<file path="config.mk">
export PLATFORM = sky130hd
export DESIGN_NAME = pcbd_prio
export DESIGN_NICKNAME = d
export VERILOG_FILES = /design/src/hdl/pcbd_pkg.sv /design/src/hdl/pcbd_prio.sv
export SDC_FILE = /design/constraint.sdc
export NUM_CORES = 1
export LEC_CHECK = 0
export BUFFER_PORTS_ARGS = -buffer_cell sky130_fd_sc_hd__buf_2
export CAP_MARGIN = 10
export CORE_AREA = 2 2 102 104
export DETAILED_ROUTE_END_ITERATION = 10
export DIE_AREA = 0 0 104 106
export PLACE_DENSITY = 0.76
export SLEW_MARGIN = 20
export SYNTH_ARGS = -nofsm -noshare
export SYNTH_HDL_FRONTEND = slang
export SYNTH_SLANG_ARGS = --single-unit
</file>
<file path="constraint.sdc">
create_clock -name vclk -period 2.4
set_input_delay 0.36 -clock vclk [all_inputs]
set_output_delay 0.36 -clock vclk [all_outputs]
set_load 0.03 [all_outputs]
</file>
<file path="src/hdl/pcbd_pkg.sv">
// prefix code bit decoder: shared types, constants and command codes
// no dependencies; imported by every module of the block
package pcbd_pkg;

	localparam int NUM_SYMBOLS  = 256;
	localparam int MAX_CODE_LEN = 16;

	localparam int CMD_W  = 2;
	localparam int SYMP_W = 8;
	localparam int CODE_W = 16;
	localparam int LEN_W  = 5;

	localparam int SYM_W = $clog2(NUM_SYMBOLS);
	localparam int ACC_W = MAX_CODE_LEN;
	localparam int CMP_W = (ACC_W > CODE_W) ? ACC_W : CODE_W;
	localparam int CNT_W = $clog2(NUM_SYMBOLS + 1);
	localparam int NUM_LENS = MAX_CODE_LEN + 1;

	typedef enum logic [CMD_W-1:0] {
		CMD_CLEAR  = 2'd0,
		CMD_LOAD   = 2'd1,
		CMD_DECODE = 2'd2
	} cmd_t;

	localparam logic KIND_SYMBOL   = 1'b0;
	localparam logic KIND_OVERFLOW = 1'b1;

	typedef struct packed {
		logic              clear;
		logic              load;
		logic [SYM_W-1:0]  sym;
		logic [CODE_W-1:0] code;
		logic [LEN_W-1:0]  len;
	} tbl_wr_t;

endpackage

</file>
<file path="src/hdl/pcbd_prio.sv">
// lowest-index-first priority encoder as a binary tree over the match vector
// depends on pcbd_pkg
module pcbd_prio (
	input  logic [pcbd_pkg::NUM_SYMBOLS-1:0] match,
	output logic                             hit,
	output logic [pcbd_pkg::SYM_W-1:0]       idx
);
	import pcbd_pkg::*;

	localparam int P = 1 << SYM_W;

	logic             h_l [SYM_W+1][P];
	logic [SYM_W-1:0] i_l [SYM_W+1][P];

	always_comb begin
		for (int k = 0; k <= SYM_W; k++) begin
			for (int j = 0; j < P; j++) begin
				h_l[k][j] = 1'b0;
				i_l[k][j] = '0;
			end
		end
		for (int j = 0; j < NUM_SYMBOLS; j++) begin
			h_l[0][j] = match[j];
			i_l[0][j] = SYM_W'(j);
		end
		for (int k = 0; k < SYM_W; k++) begin
			for (int j = 0; j < (P >> (k + 1)); j++) begin
				h_l[k+1][j] = h_l[k][2*j] || h_l[k][2*j+1];
				i_l[k+1][j] = h_l[k][2*j] ? i_l[k][2*j] : i_l[k][2*j+1];
			end
		end
	end

	assign hit = h_l[SYM_W][0];
	assign idx = i_l[SYM_W][0];

endmodule

</file>
# After elaboration in Yosys (flattened, before gate mapping)
# Index checks and enable logic that the tools add are counted.
[word_totals]
output_inout_bits = 9
ff_bits = 0
wordCells = 510
[classes]
mux = 255
reduce_logical = 255
[op_table]
columns = ["operator", "n"]
rows = [
  ["$logic_or A1 B1 Y1", 255],
  ["$mux W1", 128],
  ["$mux W2", 64],
  ["$mux W3", 32],
  ["$mux W4", 16],
  ["$mux W5", 8],
  ["$mux W6", 4],
  ["$mux W7", 2],
  ["$mux W8", 1],
]

# Longest topological paths before layout
[depth]
depth_word = 8
mapped_depth = 8
mapped_depth_nobuf = 7

# Worst setup path before layout
# OpenSTA, ideal clock, no wires.
[synth_path]
kind = "input port to output port"
start = "input match[229] (netlist name)"
end = "output idx[3] (netlist name)"
n_path_buf = 0
t_required_ps = 2040
setup_slack_ps = -570
path_stages = 7
t_arrival_ps = 2610
cell_sequence = "or4_1 nor4b_2 a21boi_1 o21bai_1 a31oi_1 o2111ai_1 a221oi_1"
[synth_via]
elab_chain_cells = 8
[synth_lines]
columns = ["item", "line", "rtl"]
rows = [
  ["from (decl)", "pcbd_prio.sv:4", "input logic [pcbd_pkg::NUM_SYMBOLS-1:0] match,"],
  ["$logic_or A1 B1 Y1 * (3 in series)", "pcbd_prio.sv:28", "h_l[k+1][j] = h_l[k][2*j] || h_l[k][2*j+1];"],
  ["$mux W4 or $logic_or A1 B1 Y1 (tied branches)", "pcbd_prio.sv:29, pcbd_prio.sv:28", ""],
  ["$mux W5 *", "pcbd_prio.sv:29", "i_l[k+1][j] = h_l[k][2*j] ? i_l[k][2*j] : i_l[k][2*j+1];"],
  ["$mux W6 *", "pcbd_prio.sv:29", ""],
  ["$mux W7 *", "pcbd_prio.sv:29", ""],
  ["$mux W8 *", "pcbd_prio.sv:29", ""],
  ["to (decl)", "pcbd_prio.sv:6", "output logic [pcbd_pkg::SYM_W-1:0] idx"],
]
# Every way passes the cells marked *; elsewhere a longest branch is shown, timed or not.

# Final worst setup path
[layout_path]
start = "input match[85] (netlist name)"
end = "output idx[1] (netlist name)"
[layout_via]
elab_chain_cells = 8
[layout_lines]
columns = ["item", "line"]
rows = [
  ["$logic_or A1 B1 Y1 *", "pcbd_prio.sv:28"],
  ["$mux W2 or $logic_or A1 B1 Y1 (tied branches)", "pcbd_prio.sv:29, pcbd_prio.sv:28"],
  ["$mux W3 or $logic_or A1 B1 Y1 (tied branches)", "pcbd_prio.sv:29, pcbd_prio.sv:28"],
  ["$mux W4 or $logic_or A1 B1 Y1 (tied branches)", "pcbd_prio.sv:29, pcbd_prio.sv:28"],
  ["$mux W5 or $logic_or A1 B1 Y1 (tied branches)", "pcbd_prio.sv:29, pcbd_prio.sv:28"],
  ["$mux W6 or $logic_or A1 B1 Y1 (tied branches)", "pcbd_prio.sv:29, pcbd_prio.sv:28"],
  ["$mux W7 or $logic_or A1 B1 Y1 (tied branches)", "pcbd_prio.sv:29, pcbd_prio.sv:28"],
  ["$mux W8 *", "pcbd_prio.sv:29"],
]
# Marked as above.

==> metrics <==
setup violators final=8; Slew HR=between 60% and 70%; Yosys top cell by area=nor4_1; switch share=a little over two fifths; Synth top area share=approximately 11%; initial antenna violation count=3; Most Crowded Layer GR=met2; setup tns final=-2.36 ns; worst slew pin tran=about 0.48 ns; sequential cell area fraction in the yosys report=0%; NetSw=between 0.3 and 0.4 mW; area delta synth->final=140%; failing checks=negative setup slack; Lkg Pwr=roughly 3.4 nW; PortBufs=around 270; FF+latch count=0; Ports=about 270; setup repair after global routing missed its margin=true; Row Count=37; first-pass GRT wire length=about 25000 um; worst endpoint required time=2.04 ns; MaxCap Viol Count=0; final instance area=6780 um2; Final Hold Vio Count=0; final max-slew violation count=0; fmax=about 340 MHz; most frequent cells after synthesis=nor2_1, a21oi_1, nor4_1; combinational fraction of design power=between 90% and 100%; met3 Use GR=between 4 and 5%; chip height=roughly 110 um; cell area after placement=6280 um2; critical path class=in2out; routing usage on met2=56.0%; Hold WC Path Type=in2out; Yosys warning count=0; routed wire length=~17000 um; Fillers=870; vias in the first global route=5913; CP Capture Type=primary output; 1st-iter DRT viols=~240; HPWL Detailed=approximately 14000 um; most common cell in the netlist=nor2_1; Wirelength per Cell=around 15 um; PnR worst setup slack=-0.529 ns; Final period util=122%; nets@finish=roughly 1300; sequential fraction of design power=0%; 1st-pass router iterations=5; Cell variety after synth=59; GRT overflow=0; clkbuf count=0; met1 usage=~29%; Vias/cell=about 5.2; Syn Area/Cell=5.74 um2; GRT Overall Usage=~27%; Cells after Synth=between 400 and 500; mapped cell area=roughly 2800 um2; arrival time at the worst endpoint=around 2.6 ns; Synth Net Count=about 750; fraction of layout cells with a size suffix above 1=around 58%; die width=104 um; CP Launch Type=input port; Worst VDD drop=0.0831 mV; status=finished with violations; internal power=between 0.4 and 0.5 mW; synth top area cells=nor4_1, nor2_1, a21oi_1, inv_1, o21bai_1; Clock Power Share=0%; largest net degree at the start of global routing=7; starting density of the core=between 20% and 30%; core area=about 10000 um2; worst-path fanout max=3; Post-DRT Antenna Nets=0; hold_buf cts=0; DRC=0; register area=0 um2; via count=between 5000 and 6000; power per cell area=approximately 120 nW/um2; gp weighted congestion=slightly above 0.9; die footprint=~11000 um2; final worst path period need=between 2 and 3 ns
## power groups by stage
stage,clock network (mW),logic (mW),registers (mW)
CTS,0,0.767,0
global route,0,0.879,0
finish,0.000000111,0.809,0
floorplan,0,0.182,0
global placement,0,0.732,0
detailed placement,0,0.749,0
## layout by cell type, fill, tap and decap left out, types with 3 or more instances in the layout
cell        n
nor2b_1     9
nand2b_1    9
a31oi_1     5
nor4_1     35
or4_1       6
o211ai_1    4
a21boi_0    3
buf_2     244
a221oi_1    4
o311a_1     3
buf_4     248
or4_4       9
o21ai_0    27
o21bai_1   22
nand2_1    29
nor2_1     76
nor4_2     16
nor2_4      3
o311ai_0    3
nand2_2     3
a21oi_1    55
o31ai_1    16
a211oi_1   12
nand4_1     9
buf_6      29
nor3_1     25
inv_1      48
## logic make-up after synthesis
logic type | share of synthesized area (%)
simple gates | 49.9
compound gates | 43.3
buf+inv | 6.76
## path summary, 6_finish.rpt
path | startpoint | endpoint | slack [ns] | cells past startpoint
worst max-delay path | match[85] | idx[1] | -0.53 | 9
worst min-delay path | match[255] | hit | 1.27 | 6
## routing by layer
layer	vias to the layer above	part of all wire, %	wire length [um]
met2	228	54	9090
met3	32	6.5	1100
li1	2973	-	-
met5	-	0.041	7
met4	2	1.9	327
met1	2734	38	6360
## stage by stage
| step | hold WS (ns) | std cells | util [%] | setup slack [ns] | power [mW] |
|---|---|---|---|---|---|
| 2_1_floorplan | 0.983 | 493 | - | -0.362 | 0.182 |
| 3_3_place_gp | 1.30 | 1144 | 62.8 | -0.531 | 0.732 |
| 3_5_place_dp | 1.29 | 1144 | 62.8 | -0.669 | 0.749 |
| 4_1_cts | 1.25 | 1149 | 65.2 | -0.441 | 0.767 |
| 5_1_grt | 1.27 | 1150 | 67.8 | -0.583 | 0.879 |
| 6_report | 1.27 | 1152 | 67.8 | -0.529 | 0.809 |
## critical path, cell delays in order
cell and delay [ns]:
buf_6 0.10, or4_4 0.52, and2b_1 0.24, and2b_2 0.20
nand2_2 0.06, or3_1 0.30, o311a_1 0.34, a311oi_4 0.27
buf_6 0.18
## layout make-up
type,instances,area (um2),share of cell area [%]
multi-input combinational,443,3000,44.2
antenna,2,5.00,0.0738
tap,136,170,2.51
timing repair buffer,522,3420,50.5
inverter,49,184,2.71
## what timing repair did
| action | CTS | global route |
|---|---|---|
| setup endpoints to repair | 9 | 9 |
| pin swaps | 19 | 22 |
| resized for setup | 49 | 48 |
| buffers inserted | 6 | 3 |
Note: power is estimated with default switching activity, not from simulation.
